[src/rtl/core/drq_pkg.sv]
// ----------------------------------------------------------------------------
// drq_pkg
// Types and constants shared by the disk request queue and its checker.
// ----------------------------------------------------------------------------
`default_nettype none

package drq_pkg;

  // input item codes
  localparam logic CMD_SUBMIT   = 1'b0;
  localparam logic CMD_COMPLETE = 1'b1;

  // configuration register indexes
  localparam logic REG_RETRY_LIMIT      = 1'b0;
  localparam logic REG_BLOCKS_PER_DRIVE = 1'b1;

  localparam logic [3:0]  RETRY_LIMIT_RST      = 4'd10;
  localparam logic [12:0] BLOCKS_PER_DRIVE_RST = 13'd4872;

  // controller command words (octal)
  localparam logic [15:0] CW_READ  = 16'o105;
  localparam logic [15:0] CW_WRITE = 16'o103;
  localparam logic [15:0] CW_RESET = 16'd1;

  typedef enum logic [1:0] {
    KIND_START = 2'd0,
    KIND_DONE  = 2'd1,
    KIND_RESET = 2'd2
  } kind_t;

  // one queued request, 57 bits
  typedef struct packed {
    logic [7:0]  tag;
    logic [15:0] daddr;
    logic [15:0] baddr;
    logic [15:0] wcount;
    logic        rd;
  } entry_t;

  // v / 12 as (v / 4) / 3, the divide by 3 by reciprocal, exact for 16-bit v
  function automatic logic [12:0] div12(input logic [15:0] v);
    logic [29:0] p;
    p = 30'(v[15:2]) * 30'(17'd43691);
    return p[29:17];
  endfunction

endpackage

`default_nettype wire

[src/rtl/core/disk_request_queue_with_retry_top.sv]
// ----------------------------------------------------------------------------
// disk_request_queue_with_retry_top
// Queues disk transfer requests, starts them one at a time and retries
// a transfer the controller reports as failed.
// ----------------------------------------------------------------------------
// A transaction is taken when start is high and busy is low. A submit passes
// through the bound check stage and is then rejected or queued; a queued
// submit starts a transfer at once when none is running. A transfer start
// waits for the registered read of the request queue memory, which must be
// re-read each time the queue head moves. Results come out as one-cycle
// strobes on out_valid, at most three per transaction, the final one flagged
// by out_last; the receiver cannot stall them. A completion with no transfer
// running gives no result and leaves busy low.
`default_nettype none

module disk_request_queue_with_retry_top #(
  parameter int QUEUE_DEPTH = 8
) (
  input  wire         clk,
  input  wire         rst_n,
  // input channel
  input  wire         start,
  output logic        busy,
  input  wire         in_command,
  input  wire  [7:0]  in_request_tag,
  input  wire  [3:0]  in_unit_minor,
  input  wire  [15:0] in_block_number,
  input  wire  [15:0] in_buffer_address,
  input  wire  [15:0] in_word_count,
  input  wire         in_is_read,
  input  wire         in_error_flag,
  // result channel
  output logic        out_valid,
  output logic [1:0]  out_kind,
  output logic [7:0]  out_request_tag_res,
  output logic [15:0] out_disk_address,
  output logic [15:0] out_bus_address,
  output logic [15:0] out_count_word,
  output logic [15:0] out_command_word,
  output logic        out_failed,
  output logic        out_last,
  // configuration
  input  wire         cfg_valid,
  output logic        cfg_ready,
  input  wire         cfg_index,
  input  wire  [12:0] cfg_data
);

  localparam int PW = $clog2(QUEUE_DEPTH);
  localparam int CW = $clog2(QUEUE_DEPTH + 1);

  typedef enum logic [2:0] {
    S_IDLE,
    S_CHECK,
    S_ENQ,
    S_RD,
    S_CMPL,
    S_DONE,
    S_START
  } state_t;

  state_t state_r, state_nxt;

  logic [3:0]    retry_limit_r;
  logic [12:0]   bpd_r;
  logic [PW-1:0] head_r, head_nxt;
  logic [PW-1:0] tail_r, tail_nxt;
  logic [CW-1:0] count_r, count_nxt;
  logic          active_r, active_nxt;
  logic [3:0]    ecount_r, ecount_nxt;

  // latched transaction
  logic [7:0]    tag_r;
  logic [3:0]    unit_r;
  logic [15:0]   blk_r;
  logic [15:0]   baddr_r;
  logic [15:0]   wcount_r;
  logic          rd_r;
  logic          err_r;
  logic          reject_r, reject_nxt;
  logic [12:0]   quot_r, quot_nxt;
  logic          fail_r, fail_nxt;

  // result registers
  logic          out_valid_r, out_valid_nxt;
  logic [1:0]    out_kind_r, out_kind_nxt;
  logic [7:0]    out_tag_r, out_tag_nxt;
  logic [15:0]   out_daddr_r, out_daddr_nxt;
  logic [15:0]   out_baddr_r, out_baddr_nxt;
  logic [15:0]   out_wcount_r, out_wcount_nxt;
  logic [15:0]   out_cw_r, out_cw_nxt;
  logic          out_failed_r, out_failed_nxt;
  logic          out_last_r, out_last_nxt;

  // queue memory
  logic             ram_we;
  drq_pkg::entry_t  ram_wdata;
  drq_pkg::entry_t  head_entry;
  logic [$bits(drq_pkg::entry_t)-1:0] ram_rdata;

  logic          accept;
  logic [3:0]    span;
  logic [16:0]   limit;
  logic [15:0]   quot_x12;
  logic [15:0]   rem16;
  logic [2:0]    drive;

  function automatic logic [PW-1:0] ptr_inc(input logic [PW-1:0] p);
    return (p == PW'(QUEUE_DEPTH - 1)) ? '0 : p + 1'b1;
  endfunction

  drq_ram #(
    .WIDTH($bits(drq_pkg::entry_t)),
    .DEPTH(QUEUE_DEPTH)
  ) u_queue (
    .clk   (clk),
    .we    (ram_we),
    .waddr (tail_r),
    .wdata (ram_wdata),
    .raddr (head_r),
    .rdata (ram_rdata)
  );

  assign head_entry = drq_pkg::entry_t'(ram_rdata);

  assign busy      = (state_r != S_IDLE);
  assign accept    = start && !busy;
  assign cfg_ready = 1'b1;

  // bound check and block split
  assign span  = (unit_r > 4'd8) ? unit_r - 4'd7 : 4'd1;
  assign limit = 17'(bpd_r) * 17'(span);

  assign quot_x12 = {quot_r, 3'b000} + {1'b0, quot_r, 2'b00};
  assign rem16    = blk_r - quot_x12;
  assign drive    = unit_r[3] ? 3'd0 : unit_r[2:0];

  always_comb begin
    ram_wdata.tag    = tag_r;
    ram_wdata.daddr  = {drive, 13'd0} | {quot_r[11:0], 4'd0} | {12'd0, rem16[3:0]};
    ram_wdata.baddr  = baddr_r;
    ram_wdata.wcount = wcount_r;
    ram_wdata.rd     = rd_r;
  end

  always_comb begin
    state_nxt      = state_r;
    head_nxt       = head_r;
    tail_nxt       = tail_r;
    count_nxt      = count_r;
    active_nxt     = active_r;
    ecount_nxt     = ecount_r;
    reject_nxt     = reject_r;
    quot_nxt       = quot_r;
    fail_nxt       = fail_r;
    ram_we         = 1'b0;
    out_valid_nxt  = 1'b0;
    out_kind_nxt   = out_kind_r;
    out_tag_nxt    = out_tag_r;
    out_daddr_nxt  = out_daddr_r;
    out_baddr_nxt  = out_baddr_r;
    out_wcount_nxt = out_wcount_r;
    out_cw_nxt     = out_cw_r;
    out_failed_nxt = out_failed_r;
    out_last_nxt   = out_last_r;

    case (state_r)
      S_IDLE: begin
        if (accept) begin
          if (in_command == drq_pkg::CMD_SUBMIT) begin
            state_nxt = S_CHECK;
          end else if (!active_r || count_r == '0) begin
            // nothing running, completion dropped
            active_nxt = 1'b0;
          end else begin
            active_nxt = 1'b0;
            state_nxt  = S_CMPL;
          end
        end
      end

      S_CHECK: begin
        reject_nxt = ({1'b0, blk_r} >= limit) || (count_r >= CW'(QUEUE_DEPTH));
        quot_nxt   = drq_pkg::div12(blk_r);
        state_nxt  = S_ENQ;
      end

      S_ENQ: begin
        if (reject_r) begin
          out_valid_nxt  = 1'b1;
          out_kind_nxt   = drq_pkg::KIND_DONE;
          out_tag_nxt    = tag_r;
          out_daddr_nxt  = '0;
          out_baddr_nxt  = '0;
          out_wcount_nxt = '0;
          out_cw_nxt     = '0;
          out_failed_nxt = 1'b1;
          out_last_nxt   = 1'b1;
          state_nxt      = S_IDLE;
        end else begin
          ram_we    = 1'b1;
          tail_nxt  = ptr_inc(tail_r);
          count_nxt = count_r + 1'b1;
          state_nxt = active_r ? S_IDLE : S_RD;
        end
      end

      // head moved or was just written: wait for the memory read
      S_RD: begin
        state_nxt = S_START;
      end

      S_CMPL: begin
        if (err_r) begin
          out_valid_nxt  = 1'b1;
          out_kind_nxt   = drq_pkg::KIND_RESET;
          out_tag_nxt    = '0;
          out_daddr_nxt  = '0;
          out_baddr_nxt  = '0;
          out_wcount_nxt = '0;
          out_cw_nxt     = drq_pkg::CW_RESET;
          out_failed_nxt = 1'b0;
          out_last_nxt   = 1'b0;
        end
        if (err_r && (ecount_r < retry_limit_r)) begin
          ecount_nxt = ecount_r + 1'b1;
          state_nxt  = S_START;
        end else begin
          fail_nxt  = err_r;
          state_nxt = S_DONE;
        end
      end

      S_DONE: begin
        out_valid_nxt  = 1'b1;
        out_kind_nxt   = drq_pkg::KIND_DONE;
        out_tag_nxt    = head_entry.tag;
        out_daddr_nxt  = '0;
        out_baddr_nxt  = '0;
        out_wcount_nxt = '0;
        out_cw_nxt     = '0;
        out_failed_nxt = fail_r;
        out_last_nxt   = (count_r == CW'(1));
        ecount_nxt     = '0;
        head_nxt       = ptr_inc(head_r);
        count_nxt      = count_r - 1'b1;
        state_nxt      = (count_r == CW'(1)) ? S_IDLE : S_RD;
      end

      S_START: begin
        out_valid_nxt  = 1'b1;
        out_kind_nxt   = drq_pkg::KIND_START;
        out_tag_nxt    = head_entry.tag;
        out_daddr_nxt  = head_entry.daddr;
        out_baddr_nxt  = head_entry.baddr;
        out_wcount_nxt = head_entry.wcount;
        out_cw_nxt     = head_entry.rd ? drq_pkg::CW_READ : drq_pkg::CW_WRITE;
        out_failed_nxt = 1'b0;
        out_last_nxt   = 1'b1;
        active_nxt     = 1'b1;
        state_nxt      = S_IDLE;
      end

      default: begin
        state_nxt = S_IDLE;
      end
    endcase
  end

  always_ff @(posedge clk) begin
    if (!rst_n) begin
      state_r       <= S_IDLE;
      head_r        <= '0;
      tail_r        <= '0;
      count_r       <= '0;
      active_r      <= 1'b0;
      ecount_r      <= '0;
      out_valid_r   <= 1'b0;
      retry_limit_r <= drq_pkg::RETRY_LIMIT_RST;
      bpd_r         <= drq_pkg::BLOCKS_PER_DRIVE_RST;
    end else begin
      state_r     <= state_nxt;
      head_r      <= head_nxt;
      tail_r      <= tail_nxt;
      count_r     <= count_nxt;
      active_r    <= active_nxt;
      ecount_r    <= ecount_nxt;
      out_valid_r <= out_valid_nxt;
      if (cfg_valid && cfg_ready) begin
        case (cfg_index)
          drq_pkg::REG_RETRY_LIMIT:      retry_limit_r <= cfg_data[3:0];
          drq_pkg::REG_BLOCKS_PER_DRIVE: bpd_r         <= cfg_data;
          default: ;
        endcase
      end
    end
  end

  // payload registers
  always_ff @(posedge clk) begin
    if (accept) begin
      tag_r    <= in_request_tag;
      unit_r   <= in_unit_minor;
      blk_r    <= in_block_number;
      baddr_r  <= in_buffer_address;
      wcount_r <= in_word_count;
      rd_r     <= in_is_read;
      err_r    <= in_error_flag;
    end
    reject_r     <= reject_nxt;
    quot_r       <= quot_nxt;
    fail_r       <= fail_nxt;
    out_kind_r   <= out_kind_nxt;
    out_tag_r    <= out_tag_nxt;
    out_daddr_r  <= out_daddr_nxt;
    out_baddr_r  <= out_baddr_nxt;
    out_wcount_r <= out_wcount_nxt;
    out_cw_r     <= out_cw_nxt;
    out_failed_r <= out_failed_nxt;
    out_last_r   <= out_last_nxt;
  end

  assign out_valid           = out_valid_r;
  assign out_kind            = out_kind_r;
  assign out_request_tag_res = out_tag_r;
  assign out_disk_address    = out_daddr_r;
  assign out_bus_address     = out_baddr_r;
  assign out_count_word      = out_wcount_r;
  assign out_command_word    = out_cw_r;
  assign out_failed          = out_failed_r;
  assign out_last            = out_last_r;

endmodule

`default_nettype wire

[src/rtl/core/drq_ram.sv]
// ----------------------------------------------------------------------------
// drq_ram
// Generic single-write, single-read RAM with a registered read port.
// ----------------------------------------------------------------------------
`default_nettype none

module drq_ram #(
  parameter int WIDTH = 8,
  parameter int DEPTH = 8
) (
  input  wire                      clk,
  input  wire                      we,
  input  wire  [$clog2(DEPTH)-1:0] waddr,
  input  wire  [WIDTH-1:0]         wdata,
  input  wire  [$clog2(DEPTH)-1:0] raddr,
  output logic [WIDTH-1:0]         rdata
);

  logic [WIDTH-1:0] mem [DEPTH];

  always_ff @(posedge clk) begin
    if (we) begin
      mem[waddr] <= wdata;
    end
    rdata <= mem[raddr];
  end

endmodule

`default_nettype wire

[config.mk]
export PLATFORM = sky130hd
export DESIGN_NAME = disk_request_queue_with_retry_top
export DESIGN_NICKNAME = d
export VERILOG_FILES = /design/src/rtl/core/drq_pkg.sv /design/src/rtl/core/disk_request_queue_with_retry_top.sv /design/src/rtl/core/drq_ram.sv
export SDC_FILE = /design/constraint.sdc
export NUM_CORES = 1
export LEC_CHECK = 0
export BUFFER_PORTS_ARGS = -buffer_cell sky130_fd_sc_hd__buf_2
export CAP_MARGIN = 10
export CORE_UTILIZATION = 65
export CTS_CLUSTER_DIAMETER = 120
export CTS_CLUSTER_SIZE = 28
export DETAILED_ROUTE_END_ITERATION = 6
export PLACE_DENSITY = 0.95
export SYNTH_ARGS = -nofsm -noshare
export SYNTH_HDL_FRONTEND = slang
export SYNTH_SLANG_ARGS = --single-unit
[constraint.sdc]
create_clock -name clk -period 14.3 [get_ports clk]
set_input_delay 2.145 -clock clk [delete_from_list [all_inputs] [get_ports clk]]
set_output_delay 2.145 -clock clk [all_outputs]
set_load 0.1 [all_outputs]
# Word-level counts from Yosys, hierarchy flattened
# Memories as Yosys holds them, arrays and structs flattened. A register that Yosys moved wholly into a read port is not among the register bits.
# Index checks and enable logic that the tools add are counted.
# op_classes
muxes	44
reduce_logical	25
addsub	8
n_lt_le_gt_ge	4
bitwise	5
n_eq_ne	16
n_mul	2
# ops
operator	n
case mux 16 bit (4 select lines)	4
2-to-1 mux 16 bit	3
multiplier 14 x 16 -> 29 bit, second input constant	1
case mux 8 bit (3 select lines)	1
2-to-1 mux 3 bit	7
case mux 3 bit (6 select lines)	1
greater-or-equal comparator 16 x 17 -> 1 bit	1
multiplier 13 x 4 -> 17 bit	1
2-to-1 mux 8 bit	2
bitwise OR 16 bit	1
bitwise OR 16 x 4 -> 16 bit	1
case mux 4 bit (2 select lines)	2
== test 3 bit, second input constant	5
AND reduction 2 bit	7
2-to-1 mux 2 bit	6
2-to-1 mux 4 bit	3
inequality test 2 bit, second input constant	6
2-to-1 mux 1 bit	10
AND reduction 3 bit	3
adder 4 x 1 -> 4 bit, second input constant	2
case mux 1 bit (4 select lines)	2
case mux 2 bit (4 select lines)	1
adder 3 x 1 -> 3 bit, second input constant	2
== test 3 x 2 -> 1 bit, second input constant	2
22 further kinds	30
# totals
mem_count	1
ramBits	456
regBits	188
output_inout_bits	79
word_cells	132
input_bits	81
# mem_list
memory	depth	word_bits	read_ports	rd_clocked_by_memory_dff	wr	line_no	source
u_queue.mem	8	57	1	1	1	drq_ram.sv:19	logic [WIDTH-1:0] mem [DEPTH];

# Depth between registers and ports, before layout
# Gate-level depths: netlist of run 1.
# logic_depth
word_depth	6
mapped_depth	26
ltp_nobuf	25

# Hierarchy
# Synthesis of run 1 repeated with hierarchy kept, for this count alone.
# unflattened
cells_unflattened	1819
area_unflattened_um2	30349.1
# modules_own_cells
mod	cells_per_inst	area_per_inst_um2	seq_area_each_um2	instances
drq_ram	729	18288.8	14834.2	1
disk_request_queue_with_retry_top	1090	12060.3	4924.7	1

# Worst setup path before layout of run 1
# No wires, ideal clock.
# synth_timing
kind	register to register
from	reg state_r[0]
to	mem u_queue.mem[0][0] in the netlist's numbering (enable)
t_required_ns	13.687
arrival_time_ns	6.565
period_less_slack_ns	7.177
n_path_buf	2
slack_ns	7.123
setup_ns	0.613
path_stages_with_launch	6
cell_sequence	dfxtp_1 -> clkbuf_1 -> nand2b_1 -> or3_1 -> clkbuf_1 -> nor4_1
# synth_via
elab_chain_len	4
# synth_lines
item	line_no	source
from (decl)	disk_request_queue_with_retry_top.sv:62	state_t state_r, state_nxt;
from (signal assigned)	disk_request_queue_with_retry_top.sv:282	state_r <= state_nxt;
== test 3 x 2 -> 1 bit	disk_request_queue_with_retry_top.sv:167	case (state_r)
2-to-1 mux 1 bit	disk_request_queue_with_retry_top.sv:167	
2-to-1 mux 1 bit	drq_ram.sv:22	if (we) begin
2-to-1 mux 1 bit (implied by the code)	drq_ram.sv:23	mem[waddr] <= wdata;
to (decl)	drq_ram.sv:19	
# No other way between the ends.

# Final worst setup path of run 1
# layout_timing
from	reg unit_r[0]
to	reg reject_r (data pin)
# layout_via
elab_chain_len	5
word_cells_on_any_way	6
classes_between	1 x add/sub; 1 x mul; 2 x order compare; 1 x mux; 1 x reduce/logical
# layout_lines
item	line_no	source
from (decl)	disk_request_queue_with_retry_top.sv:74	logic [3:0] unit_r;
from (signal assigned)	disk_request_queue_with_retry_top.sv:303	unit_r <= in_unit_minor;
subtractor 4 x 3 -> 4 bit / greater-than comparator 4 bit (equally long branches)	disk_request_queue_with_retry_top.sv:131	assign span = (unit_r > 4'd8) ? unit_r - 4'd7 : 4'd1;
2-to-1 mux 4 bit *	disk_request_queue_with_retry_top.sv:131	
multiplier 13 x 4 -> 17 bit *	disk_request_queue_with_retry_top.sv:132	assign limit = 17'(bpd_r) * 17'(span);
greater-or-equal comparator 16 x 17 -> 1 bit *	disk_request_queue_with_retry_top.sv:183	reject_nxt = ({1'b0, blk_r} >= limit) || (count_r >= CW'(QUEUE_DEPTH));
logical OR 1 bit *	disk_request_queue_with_retry_top.sv:183	
to (signal assigned)	disk_request_queue_with_retry_top.sv:310	reject_r <= reject_nxt;
to (decl)	disk_request_queue_with_retry_top.sv:80	logic reject_r, reject_nxt;
# Every way passes the cells marked *; elsewhere a longest branch is shown, timed or not.
# A chain may end at the register's enable or synchronous reset.

==> impl_metrics.py, run 1 <==
metrics = {
    "global_routing": {
        "grt_max_degree": 72,
        "grt_pass1_wl_um": 97450,
        "antenna_found_initial": 2,
        "grt_usage_pct": 27.32,
        "first_global_vias": 17170,
        "overflow": 0,
    },
    "sta": {
        "hold_viol_final": 0,
        "drv_slew": 0,
        "max_slew_margin_pct": 21.18,
        "tightestPinTransition_ns": 1.182,
        "fin_crit_ns": 6.335,
        "post-route-period-util_pct": 44.30,
        "fin_setup_tns_ns": 0,
        "fmax_ghz": 0.1578,
        "setup_violations": 0,
        "rsz0062_at_grt": "false",
        "skew_ns": 0.03615,
    },
    "power_and_ir_drop": {
        "power_frac_seq_pct": 45.4,
        "switching_power_mw": 1.841,
        "p_int_mw": 3.485,
        "p_leak_nw": 12.19,
        "powerDensity_nw_per_um2": 163.9,
        "vdd.ir_drop.worst_mv": 0.2158,
        "clock_power_share_pct": 18.5,
        "power_frac_comb_pct": 36.1,
        "switching_share_pct": 34.57,
    },
    "floorplan": {
        "initial_utilization_pct": 66.28,
        "die_area_sq_um": 47440,
        "fp.dieW_um": 217.8,
        "die_y_um": 217.8,
        "design.core.area_sq_um": 45670,
        "io_pins": 160,
        "std_cell_rows": 78,
    },
    "cts": {
        "cts_sinks": 689,
        "cts-resized-gates": 0,
        "cts_setup_buffers": 0,
        "cts-root-buf": "clkbuf_16",
        "clockBufferDepth": 3,
        "cts_tree": "yes",
        "hold_buffers": 0,
        "path_clk_slew_ns": 0.11,
        "clock_latency_ns": 0.62,
        "cts_made_buffers": 29,
        "htreeDepth": 1,
    },
    "worst_setup_path": {
        "crit_fanout": 14,
        "r2r_end": "reject_r",
        "r2r_setup_slack_ns": 7.96,
        "path_cells": "inv_1 > ha_1 > inv_1 > o211ai_1 > nor2_1 > and2_1 > fa_1 > inv_1 > fa_1 > inv_1 > ha_1 > nand2_1 > a2bb2oi_1 > a21oi_1 > a221o_1 > a21o_1 > a21oi_1 > xor2_1 > ha_1 > nand3_1 > nor4_1 > or3_1 > a31oi_1 > nor3_1",
        "reg2regPathDepth": 24,
        "critPathKind": "flop to flop",
        "cp.buffers_inverters": 4,
        "cpPeakStageDelay_ns": 0.69,
        "cpMostUsedCell": "inv_1",
        "startpoint_type": "flop",
        "arrival_ns": 6.72,
        "cp.required_ns": 14.68,
        "timing.rr.start": "unit_r[0]",
        "end_kind": "flop",
        "path_delay_family": "compound AO/OA/AOI/OAI gates",
        "slowest_stage": "o211ai_1",
    },
    "layout": {
        "nNetsFinal": 2252,
        "final_design_area_no_fill_sq_um": 32510,
        "area.growth.synth_to_final_pct": 7.373,
        "layout-drive-gt1-share_pct": 19.72,
        "antennaDiodeCount": 0,
    },
    "synth": {
        "synth_cells": 1820,
        "synth_cell_types": 57,
        "synth_area_sq_um": 30270,
        "synth_warnings": 0,
        "synth-seq-area-share_pct": 65.27,
        "synth_top_area_cell": "edfxtp_1",
        "async_flop_share_pct": 0,
        "ys.flop_type": "edfxtp_1",
        "synthTopCellsByArea": "edfxtp_1 (59%), mux4_2 (8.5%), dfxtp_1 (6.1%)",
        "synth-edff-count": 596,
        "post_synth.cell_area_avg_sq_um": 16.63,
        "synth_top_area_share_pct": 59.12,
        "ys_seq_elements": 689,
    },
    "placement": {
        "io_buffers": 146,
        "place_area_sq_um": 31650,
        "gp_congestion": 0.8511,
        "hpwl_um": 38020,
    },
    "route": {
        "firstDrtPassIters": 7,
        "wire_per_inst_um": 24.90,
        "vias_per_cell": 6.394,
        "wl_um": 63940,
        "drc": 1,
        "postRouteAntennaNets": 0,
        "vias": 16420,
        "first_iter_violations": 1876,
    },
    "flow_run": {
        "drv_cap": 0,
    },
    "hold_path": {
        "holdPathStages": 2,
        "min_to": "bpd_r[3]",
        "hp-class": "flop to flop",
        "min_from": "bpd_r[3]",
    },
    "outcome": {
        "status": "finished with violations",
        "violations": "design-rule violations",
    },
}
area by class of cell:
type                       instances  area, sq um
fill                            2574        13170
sequential                       689        19770
tap                              600        750.7
clock buffer                      48        797.0
inverter                         147        551.8
multi-input combinational        917         9721
clock inverter                     5        63.81
timing repair buffer             162        850.8
how the worst max path moves through the flow:
stage	slack, ns	end	cells past startpoint	from
2_1_floorplan	7.12	u_queue.mem[0][0]	5	state_r[0]
3_3_place_gp	8.34	reject_r	24	unit_r[0]
3_5_place_dp	8.03	reject_r	24	unit_r[1]
4_1_cts	8.01	reject_r	24	unit_r[0]
5_1_grt	7.52	reject_r	25	unit_r[0]
6_report	7.96	reject_r	24	unit_r[0]
Yosys cell counts, drive strengths merged, types with 2 or more instances:
| library cell | n |
|---|---|
| ha | 148 |
| fa | 77 |
| buf | 28 |
| dfxtp | 93 |
| o221ai | 8 |
| or2 | 2 |
| a21oi | 37 |
| mux2 | 58 |
| nand2b | 10 |
| nor3 | 19 |
| conb | 2 |
| and2 | 43 |
| a21boi | 14 |
| o31a | 4 |
| a21o | 20 |
| mux2i | 7 |
| xor2 | 13 |
| a31oi | 4 |
| nand3b | 2 |
| o211ai | 7 |
| a221o | 2 |
| clkbuf | 50 |
| nor4 | 6 |
| a211oi | 2 |
| nor3b | 3 |
| a211o | 2 |
| nand2 | 109 |
| o211a | 3 |
| mux4 | 114 |
| xnor2 | 18 |
| nor2b | 18 |
| nand4 | 4 |
| and4 | 3 |
| or3 | 2 |
| o21bai | 4 |
| edfxtp | 596 |
| inv | 147 |
| nor2 | 26 |
| o21ai | 26 |
| o21a | 5 |
| and3 | 60 |
| nand3 | 13 |
sequential cells by signal, summed over array words and instances (netlist names), 3 cells and up:
name,flops
out_disk_address,16
bpd_r,13
tag_r,8
blk_r,16
out_request_tag_res,8
wcount_r,16
u_queue.mem,456
tail_r,3
quot_r,12
out_command_word,4
unit_r,4
ecount_r,4
u_queue.rdata,57
count_r,4
out_count_word,16
retry_limit_r,4
baddr_r,16
state_r,3
head_r,3
out_bus_address,16
worst reg2reg max path, cell delays in order (launching register included):
cell and delay [ns]:
edfxtp_1 0.46, inv_1 0.09, ha_1 0.17, inv_1 0.06, o211ai_1 0.69, nor2_1 0.40
and2_1 0.30, fa_1 0.55, inv_1 0.06, fa_1 0.53, inv_1 0.04, ha_1 0.34
nand2_1 0.10, a2bb2oi_1 0.29, a21oi_1 0.15, a221o_1 0.37, a21o_1 0.19, a21oi_1 0.16
xor2_1 0.18, ha_1 0.27, nand3_1 0.08, nor4_1 0.05, or3_1 0.30, a31oi_1 0.17
nor3_1 0.09
logic make-up (layout without fill, tap and decap cells):
group	after synthesis	count (layout)	synth area share, %
buf+inv	225	362	2.980
flops	689	689	65.27
fa+ha+maj	225	225	11.21
xor+xnor	31	31	0.8968
other cells	2	13	0.02481
simple gates	322	322	5.464
mux	179	179	10.87
compound gates	147	147	3.290
through the flow:
stage	std cells	worst slack, ns	util (%)	power [mW]	hold WS [ns]
floorplan	1831	7.123	-	3.811	0.4454
global placement	2515	8.339	69.29	4.135	0.4942
detailed placement	2515	8.035	69.29	4.255	0.5017
CTS	2568	8.009	71.17	5.272	0.5177
global route	2568	7.524	71.17	5.578	0.5439
finish	2568	7.965	71.17	5.326	0.5171
power by group through the flow:
stage                     Sequential (mW)  Clock [mW]  Combinational [mW]
after floorplan                      2.45           0                1.36
after global placement               2.45           0                1.69
after detailed placement             2.45           0                1.80
after CTS                            2.41       0.987                1.87
after global routing                 2.42        1.05                2.10
final                                2.42       0.985                1.92
per-layer routing:
| layer | GRT usage, % | routed length [um] | vias to the layer above | share of wire (%) |
|---|---|---|---|---|
| met3 | 3.947 | 5472 | 164 | 8.6 |
| met1 | 35.74 | 24050 | 8237 | 38 |
| met5 | 0 | 16 | - | 0.025 |
| met4 | 8.555 | 1904 | 2 | 3.0 |
| met2 | 47.59 | 32500 | 992 | 51 |
| li1 | - | - | 7025 | - |
cell usage in the layout (no fill, tap or decap), types with 7 or more instances in the layout:
| cell type | n |
|---|---|
| a21boi_0 | 14 |
| a21o_1 | 20 |
| a21oi_1 | 37 |
| and2_1 | 42 |
| and3_1 | 60 |
| buf_2 | 146 |
| buf_4 | 16 |
| clkbuf_1 | 19 |
| clkbuf_16 | 29 |
| conb_1 | 13 |
| dfxtp_1 | 89 |
| edfxtp_1 | 596 |
| fa_1 | 77 |
| ha_1 | 148 |
| inv_1 | 147 |
| mux2_2 | 58 |
| mux2i_1 | 7 |
| mux4_2 | 114 |
| nand2_1 | 109 |
| nand2b_1 | 10 |
| nand3_1 | 13 |
| nor2_1 | 23 |
| nor2b_1 | 17 |
| nor3_1 | 15 |
| o21ai_0 | 26 |
| o221ai_1 | 8 |
| xnor2_1 | 18 |
| xor2_1 | 13 |
Power figures use the tool's default switching activity.
==> inputs of run 2 (changes only) <==
--- a/config.mk
+++ b/config.mk
@@ -7,11 +7,11 @@
 export LEC_CHECK = 0
 export BUFFER_PORTS_ARGS = -buffer_cell sky130_fd_sc_hd__buf_2
 export CAP_MARGIN = 10
-export CORE_UTILIZATION = 65
+export CORE_UTILIZATION = 55
 export CTS_CLUSTER_DIAMETER = 120
 export CTS_CLUSTER_SIZE = 28
 export DETAILED_ROUTE_END_ITERATION = 6
-export PLACE_DENSITY = 0.95
+export PLACE_DENSITY = 0.88
 export SYNTH_ARGS = -nofsm -noshare
 export SYNTH_HDL_FRONTEND = slang
 export SYNTH_SLANG_ARGS = --single-unit
==> constraint.sdc (replaced) <==
create_clock -name clk -period 5.4 [get_ports clk]
set_input_delay 0.81 -clock clk [delete_from_list [all_inputs] [get_ports clk]]
set_output_delay 0.81 -clock clk [all_outputs]
set_load 0.1 [all_outputs]
==> impl_metrics.py, run 2 (synthesis results as in run 1) <==
metrics = {
    "route": {
        "wire_per_inst_um": 22.54,
        "postRouteAntennaNets": 0,
        "vias_per_cell": 5.875,
        "first_iter_violations": 1156,
        "vias": 15860,
        "wl_um": 60860,
        "drc": 0,
        "firstDrtPassIters": 4,
    },
    "sta": {
        "drv_slew": 0,
        "rsz0062_at_grt": "true",
        "post-route-period-util_pct": 98.80,
        "whs_ns": 0.3301,
        "skew_ns": 0.03336,
        "fmax_ghz": 0.1874,
        "fin_setup_tns_ns": 0,
        "hold_viol_final": 0,
        "max_slew_margin_pct": 24.10,
        "worst_slack_ns": 0.06469,
        "fin_crit_ns": 5.335,
        "setup_violations": 0,
        "tightestPinTransition_ns": 1.139,
    },
    "layout": {
        "top_register": "u_queue.mem",
        "final_common_cell": "edfxtp_1",
        "nNetsFinal": 2286,
        "top_regs": "u_queue.mem: 456 flops, u_queue.rdata: 57 flops",
        "largest_register_ffs": 456,
        "fin_util_pct": 61.22,
        "final_design_area_no_fill_sq_um": 33140,
        "num-fill-cells": 3658,
        "layout-drive-gt1-share_pct": 22.42,
        "area.growth.synth_to_final_pct": 9.477,
        "mostFrequentLayoutCells": "edfxtp_1 (596), buf_2 (146), inv_1 (142)",
    },
    "global_routing": {
        "grt_usage_pct": 21.74,
        "antenna_found_initial": 0,
        "first_global_vias": 16660,
        "grt_max_degree": 73,
        "grt_pass1_wl_um": 93230,
        "overflow": 0,
    },
    "worst_setup_path": {
        "arrival_ns": 5.75,
        "cpMostUsedCell": "a21o_1",
        "cp.buffers_inverters": 4,
        "startpoint_type": "flop",
        "cpPeakStageDelay_ns": 0.55,
        "cp.required_ns": 5.81,
        "end_kind": "flop",
        "slowest_stage": "fa_1",
        "crit_fanout": 8,
        "critPathKind": "flop to flop",
        "path_delay_family": "adder cells",
        "path_cells": "inv_1 > ha_2 > inv_1 > o211ai_1 > nor2_4 > and2_4 > fa_1 > inv_1 > fa_1 > inv_2 > ha_4 > a21o_1 > a21o_1 > a21o_1 > a221o_1 > a21o_1 > a21oi_2 > xor2_1 > ha_1 > nand3_2 > nor4_2 > or3_1 > a31oi_1 > nor3_1",
    },
    "power_and_ir_drop": {
        "powerDensity_nw_per_um2": 430.2,
        "switching_power_mw": 4.796,
        "power_frac_seq_pct": 44.8,
        "power_frac_comb_pct": 36.8,
        "p_leak_nw": 12.36,
        "p_int_mw": 9.461,
        "vdd.ir_drop.worst_mv": 0.6037,
        "clock_power_share_pct": 18.4,
        "switching_share_pct": 33.64,
    },
    "placement": {
        "hpwl_um": 38260,
        "dpl_worst_slack_ns": -0.04838,
        "place_area_sq_um": 32020,
        "gp_congestion": 0.8530,
        "io_buffers": 146,
    },
    "cts": {
        "htreeDepth": 1,
        "cts_made_buffers": 29,
        "cts_tree": "yes",
        "path_clk_slew_ns": 0.12,
        "clockBufferDepth": 3,
        "cts_sinks": 689,
        "cts-root-buf": "clkbuf_16",
        "clock_latency_ns": 0.65,
    },
    "outcome": {
        "status": "finished, final reports clean",
    },
    "floorplan": {
        "std_cell_rows": 85,
        "io_pins": 160,
        "die_area_sq_um": 55990,
        "fp.dieW_um": 236.6,
        "die_y_um": 236.6,
        "design.core.area_sq_um": 54130,
        "initial_utilization_pct": 55.93,
    },
    "flow_run": {
        "drv_cap": 0,
    },
    "hold_path": {
        "hp-class": "input port to flop",
    },
}
## run 2: metrics by stage
step	total power, mW	std cells
2_1_floorplan	10.09	1831
3_3_place_gp	11.09	2631
3_5_place_dp	11.34	2631
4_1_cts	13.98	2686
5_1_grt	15.07	2699
6_report	14.26	2700
## run 2: layer usage
| layer | share of wire, % | vias to the layer above | GRT usage [%] |
|---|---|---|---|
| met4 | 2.4 | 0 | 6.061 |
| met3 | 6.2 | 108 | 3.171 |
| met2 | 52 | 611 | 38.74 |
| met1 | 40 | 8074 | 27.76 |
| li1 | - | 7070 | - |
| met5 | 0 | - | 0 |
## run 2: cell type report
class	count	area [sq um]	share of cell area, %
Tap cell	696	870.8	2.628
Clock buffer	50	804.5	2.427
Clock inverter	4	71.32	0.2152
Timing Repair Buffer	196	1197	3.613
Antenna cell	1	2.502	0.007550
Sequential cell	689	19770	59.65
Multi-Input combinational cell	917	9876	29.80
Inverter	147	551.8	1.665
## run 2: timing repair
item / 4_1_cts / 5_1_grt
resized for setup: 2 / 29
pin swaps: 1 / 17
setup buffers: 1 / 13
hold buffers: 0 / 0
setup endpoints to repair: 2 / 8
## run 2: power groups by stage
stage / combinational [mW] / clock (mW) / sequential (mW)
floorplan: 3.61 / 0 / 6.48
global route: 5.84 / 2.83 / 6.40
global placement: 4.61 / 0 / 6.48
CTS: 4.93 / 2.67 / 6.38
detailed placement: 4.83 / 0 / 6.50
finish: 5.25 / 2.63 / 6.38
## run 2: worst paths after layout
path / end / slack (ns) / depth (start not counted) / start
max reg2reg: reject_r / 0.06 / 24 / unit_r[0]
min reg2reg: fail_r / 0.52 / 0 / err_r
max: reject_r / 0.06 / 24 / unit_r[0]
min: unit_r[2] / 0.33 / 1 / in_unit_minor[2]
